--- src/hdl/laq_pkg.sv ---
// Package for the linear array queue: depth, operation and status codes,
// request and response item types, controller states. No dependencies.
`default_nettype none

package laq_pkg;

    localparam int DEPTH  = 16;
    localparam int AW     = (DEPTH > 1) ? $clog2(DEPTH) : 1;
    localparam int DATA_W = 32;

    typedef enum logic [1:0] {
        OP_ENQ  = 2'd0,
        OP_DEQ  = 2'd1,
        OP_SHOW = 2'd2,
        OP_PEEK = 2'd3
    } op_t;

    typedef enum logic [1:0] {
        STAT_OK        = 2'd0,
        STAT_OVERFLOW  = 2'd1,
        STAT_UNDERFLOW = 2'd2
    } status_t;

    typedef struct packed {
        op_t                      op;
        logic signed [DATA_W-1:0] value;
    } req_t;

    typedef struct packed {
        status_t                  status;
        logic signed [DATA_W-1:0] data;
        logic                     last;
    } rsp_t;

    typedef enum logic {
        ST_IDLE   = 1'b0,
        ST_STREAM = 1'b1
    } state_t;

endpackage

`default_nettype wire

--- src/hdl/linear_array_queue.sv ---
// Top level of the linear array queue: pointer control, read streaming and
// the response register. Depends on laq_pkg and laq_ram.
//
// Linear (non-circular) queue of DEPTH signed 32-bit words held in a
// synchronous slot memory with registered read data. Each request item
// carries an operation: enqueue, dequeue, display or peek. Enqueue stores the
// word after the rear and answers with the stored word; once the rear sits at
// the last slot every enqueue reports overflow, even if the front has moved
// on, until the queue drains (both pointers go back to slot 0 when the last
// word is dequeued). Dequeue, peek and display on an empty queue report
// underflow with zero data. Timing: enqueue and all error responses reach the
// response register in the cycle after the request is taken. Dequeue and peek
// first pass through the stream state, where the slot memory read is registered
// before the word reaches the response register. Display first reads the
// front slot and then streams one word per cycle while the response register
// is not stalled, front to rear, with last set on the rear word. A new request
// is taken only while the controller is idle and the response register is
// empty or being emptied in that cycle. Output stalls simply hold the stream;
// the memory read address is held so the read data stays valid.
`default_nettype none

module linear_array_queue (
    input  wire logic          clk,
    input  wire logic          rst_n,
    input  wire logic          req_valid,
    output logic               req_stall,
    input  wire laq_pkg::req_t req,
    output logic               rsp_valid,
    input  wire logic          rsp_stall,
    output laq_pkg::rsp_t      rsp
);
    import laq_pkg::*;

    localparam logic [AW-1:0] LAST_SLOT = AW'(DEPTH - 1);

    state_t          state_reg, state_next;
    logic [AW-1:0]   head_reg, head_next;
    logic [AW-1:0]   tail_reg, tail_next;
    logic            empty_reg, empty_next;
    logic [AW-1:0]   cur_reg, cur_next;
    logic [AW-1:0]   end_reg, end_next;
    logic            rsp_valid_reg, rsp_valid_next;
    rsp_t            rsp_reg, rsp_next;

    logic              wr_en;
    logic [AW-1:0]     wr_addr;
    logic [DATA_W-1:0] wr_data;
    logic [AW-1:0]     rd_addr;
    logic [DATA_W-1:0] rd_data;

    logic load;
    logic accept;
    logic stream_start;
    logic stream_end;

    laq_ram u_ram (
        .clk     (clk),
        .wr_en   (wr_en),
        .wr_addr (wr_addr),
        .wr_data (wr_data),
        .rd_addr (rd_addr),
        .rd_data (rd_data)
    );

    // Response register may take a new item when empty or being drained.
    assign load      = !rsp_valid_reg || !rsp_stall;
    assign req_stall = (state_reg != ST_IDLE) || !load;
    assign accept    = req_valid && !req_stall;

    // Reads of held words go through the stream state; enqueue and errors do not.
    assign stream_start = accept && (req.op != OP_ENQ) && !empty_reg;
    assign stream_end   = load && (cur_reg == end_reg);

    assign rsp_valid = rsp_valid_reg;
    assign rsp       = rsp_reg;

    // Next state
    always_comb
    begin
        state_next = state_reg;
        case (state_reg)
            ST_IDLE:
            begin
                if (stream_start)
                begin
                    state_next = ST_STREAM;
                end
            end
            ST_STREAM:
            begin
                if (stream_end)
                begin
                    state_next = ST_IDLE;
                end
            end
            default:
            begin
                state_next = ST_IDLE;
            end
        endcase
    end

    // Datapath and outputs
    always_comb
    begin
        head_next      = head_reg;
        tail_next      = tail_reg;
        empty_next     = empty_reg;
        cur_next       = cur_reg;
        end_next       = end_reg;
        wr_en          = 1'b0;
        wr_addr        = tail_reg;
        wr_data        = req.value;
        rd_addr        = head_reg;
        rsp_valid_next = load ? 1'b0 : rsp_valid_reg;
        rsp_next       = rsp_reg;

        case (state_reg)
            ST_IDLE:
            begin
                if (accept)
                begin
                    // Single-result requests are answered here; reads are
                    // answered from the stream state.
                    rsp_valid_next  = !stream_start;
                    rsp_next.last   = 1'b1;
                    rsp_next.status = STAT_OK;
                    rsp_next.data   = req.value;
                    if (req.op == OP_ENQ)
                    begin
                        if (empty_reg)
                        begin
                            wr_en      = 1'b1;
                            wr_addr    = '0;
                            head_next  = '0;
                            tail_next  = '0;
                            empty_next = 1'b0;
                        end
                        else if (tail_reg == LAST_SLOT)
                        begin
                            rsp_next.status = STAT_OVERFLOW;
                            rsp_next.data   = '0;
                        end
                        else
                        begin
                            wr_en     = 1'b1;
                            wr_addr   = tail_reg + 1'b1;
                            tail_next = tail_reg + 1'b1;
                        end
                    end
                    else if (empty_reg)
                    begin
                        rsp_next.status = STAT_UNDERFLOW;
                        rsp_next.data   = '0;
                    end
                    else
                    begin
                        // Stream from the front; display runs to the rear.
                        cur_next = head_reg;
                        end_next = head_reg;
                        case (req.op)
                            OP_SHOW:
                            begin
                                end_next = tail_reg;
                            end
                            OP_DEQ:
                            begin
                                if (head_reg == tail_reg)
                                begin
                                    head_next  = '0;
                                    tail_next  = '0;
                                    empty_next = 1'b1;
                                end
                                else
                                begin
                                    head_next = head_reg + 1'b1;
                                end
                            end
                            default:
                            begin
                                end_next = head_reg;
                            end
                        endcase
                    end
                end
            end
            ST_STREAM:
            begin
                // Hold the read address while stalled so the read data stays put.
                rd_addr = cur_reg;
                if (load)
                begin
                    rsp_valid_next  = 1'b1;
                    rsp_next.status = STAT_OK;
                    rsp_next.data   = rd_data;
                    rsp_next.last   = (cur_reg == end_reg);
                    if (cur_reg != end_reg)
                    begin
                        cur_next = cur_reg + 1'b1;
                        rd_addr  = cur_reg + 1'b1;
                    end
                end
            end
            default:
            begin
                rd_addr = head_reg;
            end
        endcase
    end

    always_ff @(posedge clk or negedge rst_n)
    begin
        if (!rst_n)
        begin
            state_reg     <= ST_IDLE;
            head_reg      <= '0;
            tail_reg      <= '0;
            empty_reg     <= 1'b1;
            cur_reg       <= '0;
            end_reg       <= '0;
            rsp_valid_reg <= 1'b0;
        end
        else
        begin
            state_reg     <= state_next;
            head_reg      <= head_next;
            tail_reg      <= tail_next;
            empty_reg     <= empty_next;
            cur_reg       <= cur_next;
            end_reg       <= end_next;
            rsp_valid_reg <= rsp_valid_next;
        end
    end

    // Response payload needs no reset.
    always_ff @(posedge clk)
    begin
        rsp_reg <= rsp_next;
    end

endmodule

`default_nettype wire

--- src/hdl/laq_ram.sv ---
// Slot store of the linear array queue: one write port, one read port,
// registered read data. Depends on laq_pkg.
`default_nettype none

module laq_ram (
    input  wire logic                      clk,
    input  wire logic                      wr_en,
    input  wire logic [laq_pkg::AW-1:0]     wr_addr,
    input  wire logic [laq_pkg::DATA_W-1:0] wr_data,
    input  wire logic [laq_pkg::AW-1:0]     rd_addr,
    output logic      [laq_pkg::DATA_W-1:0] rd_data
);
    import laq_pkg::*;

    logic [DATA_W-1:0] mem [DEPTH];

    always_ff @(posedge clk)
    begin
        if (wr_en)
        begin
            mem[wr_addr] <= wr_data;
        end
    end

    always_ff @(posedge clk)
    begin
        rd_data <= mem[rd_addr];
    end

endmodule

`default_nettype wire

--- config.mk ---
export PLATFORM = sky130hd
export DESIGN_NAME = linear_array_queue
export DESIGN_NICKNAME = d
export VERILOG_FILES = /design/src/hdl/laq_pkg.sv /design/src/hdl/linear_array_queue.sv /design/src/hdl/laq_ram.sv
export SDC_FILE = /design/constraint.sdc
export NUM_CORES = 1
export LEC_CHECK = 0
export ABC_AREA = 1
export BUFFER_PORTS_ARGS = -buffer_cell sky130_fd_sc_hd__clkbuf_2
export CORE_MARGIN = 4
export CORE_UTILIZATION = 60
export DETAILED_ROUTE_END_ITERATION = 7
export PLACE_DENSITY = 0.77
export SLEW_MARGIN = 20
export SYNTH_ARGS = -nofsm -noshare
export SYNTH_HDL_FRONTEND = slang
export SYNTH_HIERARCHICAL = 1
export SYNTH_SLANG_ARGS = --single-unit
--- constraint.sdc ---
create_clock -name clk -period 3.7 [get_ports clk]
set_input_delay 0.185 -clock clk [delete_from_list [all_inputs] [get_ports clk]]
set_output_delay 0.185 -clock clk [all_outputs]
set_load 0.02 [all_outputs]
==> impl_metrics.toml, run 1 <==
[floorplanning]
coreArea_um2 = 42000
fp.dieW_um = 214
die_area_um2 = 45900
start_util = 0.608
rows = 75
io_pins = 75
die_y_um = 214

[critical_path]
end_kind = "flip-flop"
critPathMaxFanout = 20
cp-startpoint = "state_reg"
r2r.worst_path.cells = 8
rr_endpoint = "u_ram/mem[9][16]"
critPathSlowestCell = "dfrtp_2"
critPathKind = "reg -> reg"
endpoint = "u_ram/mem[9][16]"
r2r_slack_ns = 0.59
required_ns = 3.98
arrival_ns = 3.39
critical_path.reg2reg.startpoint = "state_reg"
slowest_delay_ns = 0.61
path_cells = "nor2_4 > nand2_4 > nor2_1 > inv_1 > a21oi_1 > nand3b_1 > nor2_4 > buf_4"
crit_top_cell = "nor2_4"
cp-start-kind = "flip-flop"

[layout]
syn_to_final_growth_pct = 12.1
final_cell_mix = "nand2_1 (740), edfxtp_1 (547), inv_1 (403)"
finalNetCount = 2499
diodes = 0
largest_reg_flops = 512
fillers = 2977
final_common_cell = "nand2_1"
drive_above_1_share = 0.103

[grt]
grt_usage = 0.267
grt-ovfl-total = 0
antenna_found_initial = 1
grt_pass1_vias = 17200
grt_max_degree = 129
grt_pass1_wl_mm = 96.3

[synthesis]
ys_types = 39
syn_area_um2 = 25500
ys_async_sr_fraction = 0.0318
synth_top_flop_cell = "edfxtp_1"
synth_largest_area_cell = "edfxtp_1"
yosys_register_bits = 598
syn_inst = 2387
synthTopCellsByArea = "edfxtp_1 (64%), nand2_1 (11%), nand3_1 (7.9%), inv_1 (5.9%), dfxtp_1 (2.5%)"
synth_fp_nets = 2428
yosysTopAreaCellShare = 0.643
synth_area_per_cell_um2 = 10.7
synth_edf_count = 547
ys_seq_area_frac = 0.687
ys_warn_count = 6

[clock_network]
cts_setup_buffers = 0
clockRootBuffer = "clkbuf_16"
clock-sinks = 598
cts_buffer_depth = 3
htreeDepth = 2
cts_tree = "done"
path_clk_slew_ns = 0.06
cts-buffers-inserted = 58
clk_latency_ns = 0.63

[timing]
finalClockSkew_ns = 0.0313
fmax_mhz = 321
slew_headroom = 0.434
fin_crit_ns = 3.11
final_max_slew_viol_count = 0
setup_viol = 0
hold_viol_final = 0
setup_tns_ns = 0
worst_pin_slew_ns = 0.848
timing.hold.ws_ns = 0.0331
finalCritPeriodShare = 0.841
rsz0062_at_grt = "no"

[pwr]
ir_drop_v = 0.00111
powerDensity_nw_per_um2 = 900
p_leak_nw = 12.2

[routing]
final_antenna_net_count = 0
drt-initial-drc-count = 2218
avgRoutedWirePerCell_um = 20.4
totalWireLength_mm = 62.1
vias = 17400
firstDrtPassIters = 6
route.detailed.drc = 0
vias_per_cell = 5.71

[job]
drv_cap = 0

[worst_hold_path]
hp-class = "in -> reg"

[run_status]
outcome = "finished clean"

[placed_design]
dp_hpwl_mm = 34.3
port_buffers = 74
place.gp.congestion = 0.831
==> worst min path at each step <==
stage | from | to | slack, ns | cells after the start
2_1_floorplan | rst_n | cur_reg[0] | -0.11 | 0
3_3_place_gp | rst_n | head_reg[0] | 0.16 | 1
3_5_place_dp | rst_n | head_reg[2] | 0.17 | 1
4_1_cts | req[0] | u_ram/mem[11][0] | 0.01 | 1
5_1_grt | req[11] | u_ram/mem[6][11] | 0.05 | 1
6_report | req[19] | u_ram/mem[13][19] | 0.03 | 1
==> report_power, final <==
| group | switching [mW] | leakage (nW) | internal, mW |
|---|---|---|---|
| Clock | 2.49 | 0.957 | 3.59 |
| Sequential | 0.228 | 5.44 | 8.01 |
| Combinational | 8.03 | 5.80 | 3.41 |
| Total | 10.7 | 12.2 | 15.0 |
==> logic make-up after synthesis <==
family,after synthesis,share of synthesized area
AOI/OAI and AO/OA,56,0.0184
buffers and inverters,533,0.0922
DFF,598,0.687
and+or+nand+nor,1192,0.200
adders and majority gates,3,0.00147
xor gates and xnor gates,5,0.00171
==> per-layer routing <==
metal / share of wire / track usage
met1: 0.39 / 0.362
met2: 0.47 / 0.433
met3: 0.10 / 0.0529
met4: 0.036 / 0.102
met5: 0.00013 / 0
==> metrics by stage <==
step           utilization  power, mW  cell area, um2  worst slack, ns  std cells
2_1_floorplan            -       16.6           25500            0.444       2387
3_3_place_gp         0.633       19.2           26600            0.819       2931
3_5_place_dp         0.633       19.5           26600            0.693       2931
4_1_cts              0.681       25.6           28600            0.655       3046
5_1_grt              0.681       27.2           28600            0.459       3046
6_report             0.681       25.8           28600            0.589       3046
==> timing repair <==
| action | 4_1_cts | 5_1_grt |
|---|---|---|
| hold buffers | 6 | 0 |
| endpoints found under the hold margin | 38 | 0 |
| gates resized for setup | 0 | 0 |
==> critical path, delay by kind of cell (launching register included) <==
| family | cells | cell delay [ns] |
|---|---|---|
| and+or+nand+nor | 5 | 1.33 |
| DFF | 1 | 0.61 |
| buffers and inverters | 2 | 0.47 |
| AOI/OAI and AO/OA | 1 | 0.35 |
==> cell type report <==
| cell class | instances | area, um2 | share of cell area |
|---|---|---|---|
| flip-flops and latches | 598 | 17500 | 0.613 |
| repair buffers | 128 | 1070 | 0.0372 |
| clock inverters | 22 | 310 | 0.0108 |
| well taps | 539 | 674 | 0.0236 |
| clock buffers | 87 | 1660 | 0.0580 |
| multi-input cells | 1256 | 5800 | 0.203 |
| inverters | 416 | 1570 | 0.0550 |
==> synthesized netlist by cell type (2+ instances only) <==
master / instances
nand2_4: 4
clkbuf_1: 17
buf_4: 10
a21oi_1: 5
buf_2: 43
inv_2: 10
o21ai_0: 10
and2_1: 3
edfxtp_1: 547
nand3_1: 402
dfrtp_1: 18
nor2_1: 26
buf_6: 32
o211ai_1: 3
dfxtp_1: 32
nand2_1: 741
xnor2_1: 4
nand2_2: 4
nand3b_1: 2
inv_1: 404
buf_1: 14
ha_1: 3
nor2_4: 3
a32o_1: 32
o2111ai_1: 3
nand4_1: 2
Power figures use the tool's default switching activity.
==> run 2, diff against run 1 <==
Settings changed: ABC_AREA 1 to 0, CORE_UTILIZATION 60 to 55, PLACE_DENSITY 0.77 to 0.75.
Clock period 3.7 ns to 2.7 ns, I/O delays scaled along.
==> run 2 against run 1 <==
  * The flow now finishes with violations (setup timing)
  * Core utilization rose by 0.39 points
  * Clock power grew 23%
  * Cell count shrank 38%
  * Area after synthesis down 11%
  * Global-route usage decreased by 1.5 points
  * First-iteration DRC count fell by 43%
  * Critical endpoint is now u_ram/rd_data[27]
  * Largest power group unchanged
==> impl_metrics.toml, run 2 <==
[run_status]
outcome = "finished, violations left"
violations = "setup timing"

[clock_network]
clock-sinks = 598
htreeDepth = 2
cts_tree = "done"
path_clk_slew_ns = 0.06
cts_buffer_depth = 3
clk_latency_ns = 0.59
clockRootBuffer = "clkbuf_16"
cts-buffers-inserted = 56

[timing]
hold_viol_final = 0
rsz0062_at_grt = "yes"
fin_ws_ns = -0.187
timing.hold.ws_ns = 0.0229
finalClockSkew_ns = 0.0111
final_max_slew_viol_count = 0
slew_headroom = 0.628
worst_pin_slew_ns = 0.557
fmax_mhz = 346
fin_crit_ns = 2.89
finalCritPeriodShare = 1.07
setup_viol = 32

[layout]
post-route-util = 0.685
stdcell_count = 1893
syn_to_final_growth_pct = 23.2
final_cell_mix = "edfxtp_1 (547), mux4_2 (128), clkbuf_2 (74)"
final_common_cell = "edfxtp_1"
drive_above_1_share = 0.378
finalNetCount = 1358
fillers = 2420
largest_reg_flops = 512

[synthesis]
syn_area_um2 = 22600
syn_inst = 1072
synthXorXnorAreaFrac = 0.00525
yosysTopAreaCellShare = 0.725
synth_largest_area_cell = "edfxtp_1"
synthSimpleGateAreaFrac = 0.0240
ys_async_sr_fraction = 0.0318
yosys-top-cells-count = "edfxtp_1 (547), mux4_2 (128), a22oi_1 (64)"
ys_types = 58
synth_fa_ha_area_frac = 0.00166
ys_seq_area_frac = 0.775
synth_fp_nets = 1113
synth_compound_area_frac = 0.0485
synth_top_family_by_area = "multiplexers"
synth.area.mux_share = 0.131
synth_area_per_cell_um2 = 21.1
ys_warn_count = 6
synth_top_flop_cell = "edfxtp_1"
post-synth-top-count-cell = "edfxtp_1"
synthTopCellsByArea = "edfxtp_1 (73%), mux4_2 (13%), dfxtp_1 (2.8%), a22oi_1 (2.1%), dfrtp_1 (2.0%)"
yosys_register_bits = 598
synth_edf_count = 547

[pwr]
p_seq_frac = 0.330
clockPowerShare = 0.218
sw_frac_of_total = 0.328
p_leak_nw = 9.34
combPwrFrac = 0.453
powerDensity_nw_per_um2 = 1230
ir_drop_v = 0.000731
switchingPower_mw = 11.3
p_int_mw = 23.1
power.total_mw = 34.3

[placed_design]
place.gp.congestion = 0.787
dp_hpwl_mm = 28.6
port_buffers = 74
dp_cells = 1711
pre_cts_ws_ns = -0.129

[routing]
totalWireLength_mm = 55.1
vias_per_cell = 6.28
firstDrtPassIters = 5
vias = 11900
route.detailed.drc = 0
drt-initial-drc-count = 1267
final_antenna_net_count = 0
avgRoutedWirePerCell_um = 29.1

[job]
drv_cap = 0

[critical_path]
endpoint = "u_ram/rd_data[27]"
cp-startpoint = "end_reg[1]"
rr_endpoint = "u_ram/rd_data[27]"
r2r.worst_path.cells = 10
cp-start-kind = "flip-flop"
required_ns = 3.17
r2r_slack_ns = -0.19
end_kind = "flip-flop"
critPathKind = "reg -> reg"
arrival_ns = 3.36
critical_path.reg2reg.startpoint = "end_reg[1]"
critPathMaxFanout = 6

[grt]
grt_usage = 0.251
grt-ovfl-total = 0
antenna_found_initial = 1
grt_pass1_wl_mm = 81.5
grt_pass1_vias = 12300
grt_max_degree = 36

[floorplanning]
die_area_um2 = 44500
fp.dieW_um = 211
coreArea_um2 = 40700
die_y_um = 211
start_util = 0.556
rows = 74
io_pins = 75

[worst_hold_path]
hp-class = "in -> reg"
## run 2: cell count changes after synthesis, sizes merged, moves of 7 or more
| cell | delta |
|---|---|
| a21oi | +14 |
| a22o | +32 |
| a22oi | +64 |
| a32o | -32 |
| buf | -64 |
| inv | -407 |
| mux2i | +9 |
| mux4 | +128 |
| nand2 | -700 |
| nand3 | -394 |
| nor2 | -8 |
| nor3 | +7 |
## run 2: layout make-up
| cell class | count | area [um2] | share of cell area |
|---|---|---|---|
| sequential | 598 | 17500 | 0.629 |
| multi-input combinational | 408 | 5280 | 0.189 |
| timing repair buffer | 245 | 2640 | 0.0946 |
| clock buffer | 86 | 1630 | 0.0583 |
| tap | 532 | 666 | 0.0239 |
| clock inverter | 15 | 113 | 0.00404 |
| inverter | 8 | 32.5 | 0.00117 |
| antenna | 1 | 2.50 | 0.0000897 |
## run 2: logic make-up (layout without fill, tap and decap cells)
| kind of cell | Yosys count | in the layout |
|---|---|---|
| multiplexers | 137 | 137 |
| buffers and inverters | 66 | 354 |
| AND/OR/NAND/NOR | 112 | 112 |
| AO/OA/AOI/OAI | 145 | 145 |
| flip-flops | 598 | 598 |
| adder cells (fa/ha/maj) | 3 | 3 |
| other | 0 | 1 |
| XOR/XNOR | 11 | 11 |
## run 2: layer usage
| metal | track usage | share of wire | vias to the layer above |
|---|---|---|---|
| met4 | 0.0722 | 0.027 | 0 |
| met5 | 0 | 0 | - |
| met1 | 0.345 | 0.37 | 6179 |
| met3 | 0.0437 | 0.082 | 104 |
| li1 | - | - | 4978 |
| met2 | 0.425 | 0.52 | 627 |
## run 2: how the worst min path moves through the flow
stage               cells after the start  slack, ns               end    start
floorplan                               0      -0.16        cur_reg[0]    rst_n
global placement                        1       0.12       tail_reg[0]    rst_n
detailed placement                      1       0.14        end_reg[2]    rst_n
CTS                                     1      0.008  u_ram/mem[6][14]  req[14]
global route                            1       0.02  u_ram/mem[6][14]  req[14]
finish                                  1       0.02  u_ram/mem[4][14]  req[14]
## run 2: timing repair
action / 4_1_cts / 5_1_grt
gates cloned: 8 / 3
resized for setup: 57 / 29
pin swaps: 32 / 23
hold endpoints to repair: 505 / 0
endpoints found under the setup margin: 32 / 342
hold buffers: 36 / 0
setup buffers: 27 / 7
## run 2: stage by stage
step / TNS (ns) / cell area [um2]
floorplan: -77.38 / 22800
global placement: -1.09 / 24800
detailed placement: -2.69 / 24800
CTS: -2.49 / 27600
global route: -11.24 / 27900
finish: -4.27 / 27900
## run 2: worst max-delay path, cell delays in order, from the launching register on
cell	delay, ns
dfrtp_1	0.41
xor2_2	0.21
o41ai_4	0.45
xor2_2	0.16
a21oi_4	0.28
buf_12	0.19
buf_12	0.11
buf_4	0.12
mux4_2	0.57
a22oi_2	0.16
nand2_1	0.09
## run 2: power groups by stage
stage	clock network (mW)	logic [mW]	registers, mW
2_1_floorplan	0	7.81	11.8
3_3_place_gp	0	11.9	11.5
3_5_place_dp	0	12.1	11.5
4_1_cts	7.55	14.9	11.3
5_1_grt	8.00	16.4	11.4
6_report	7.47	15.5	11.3
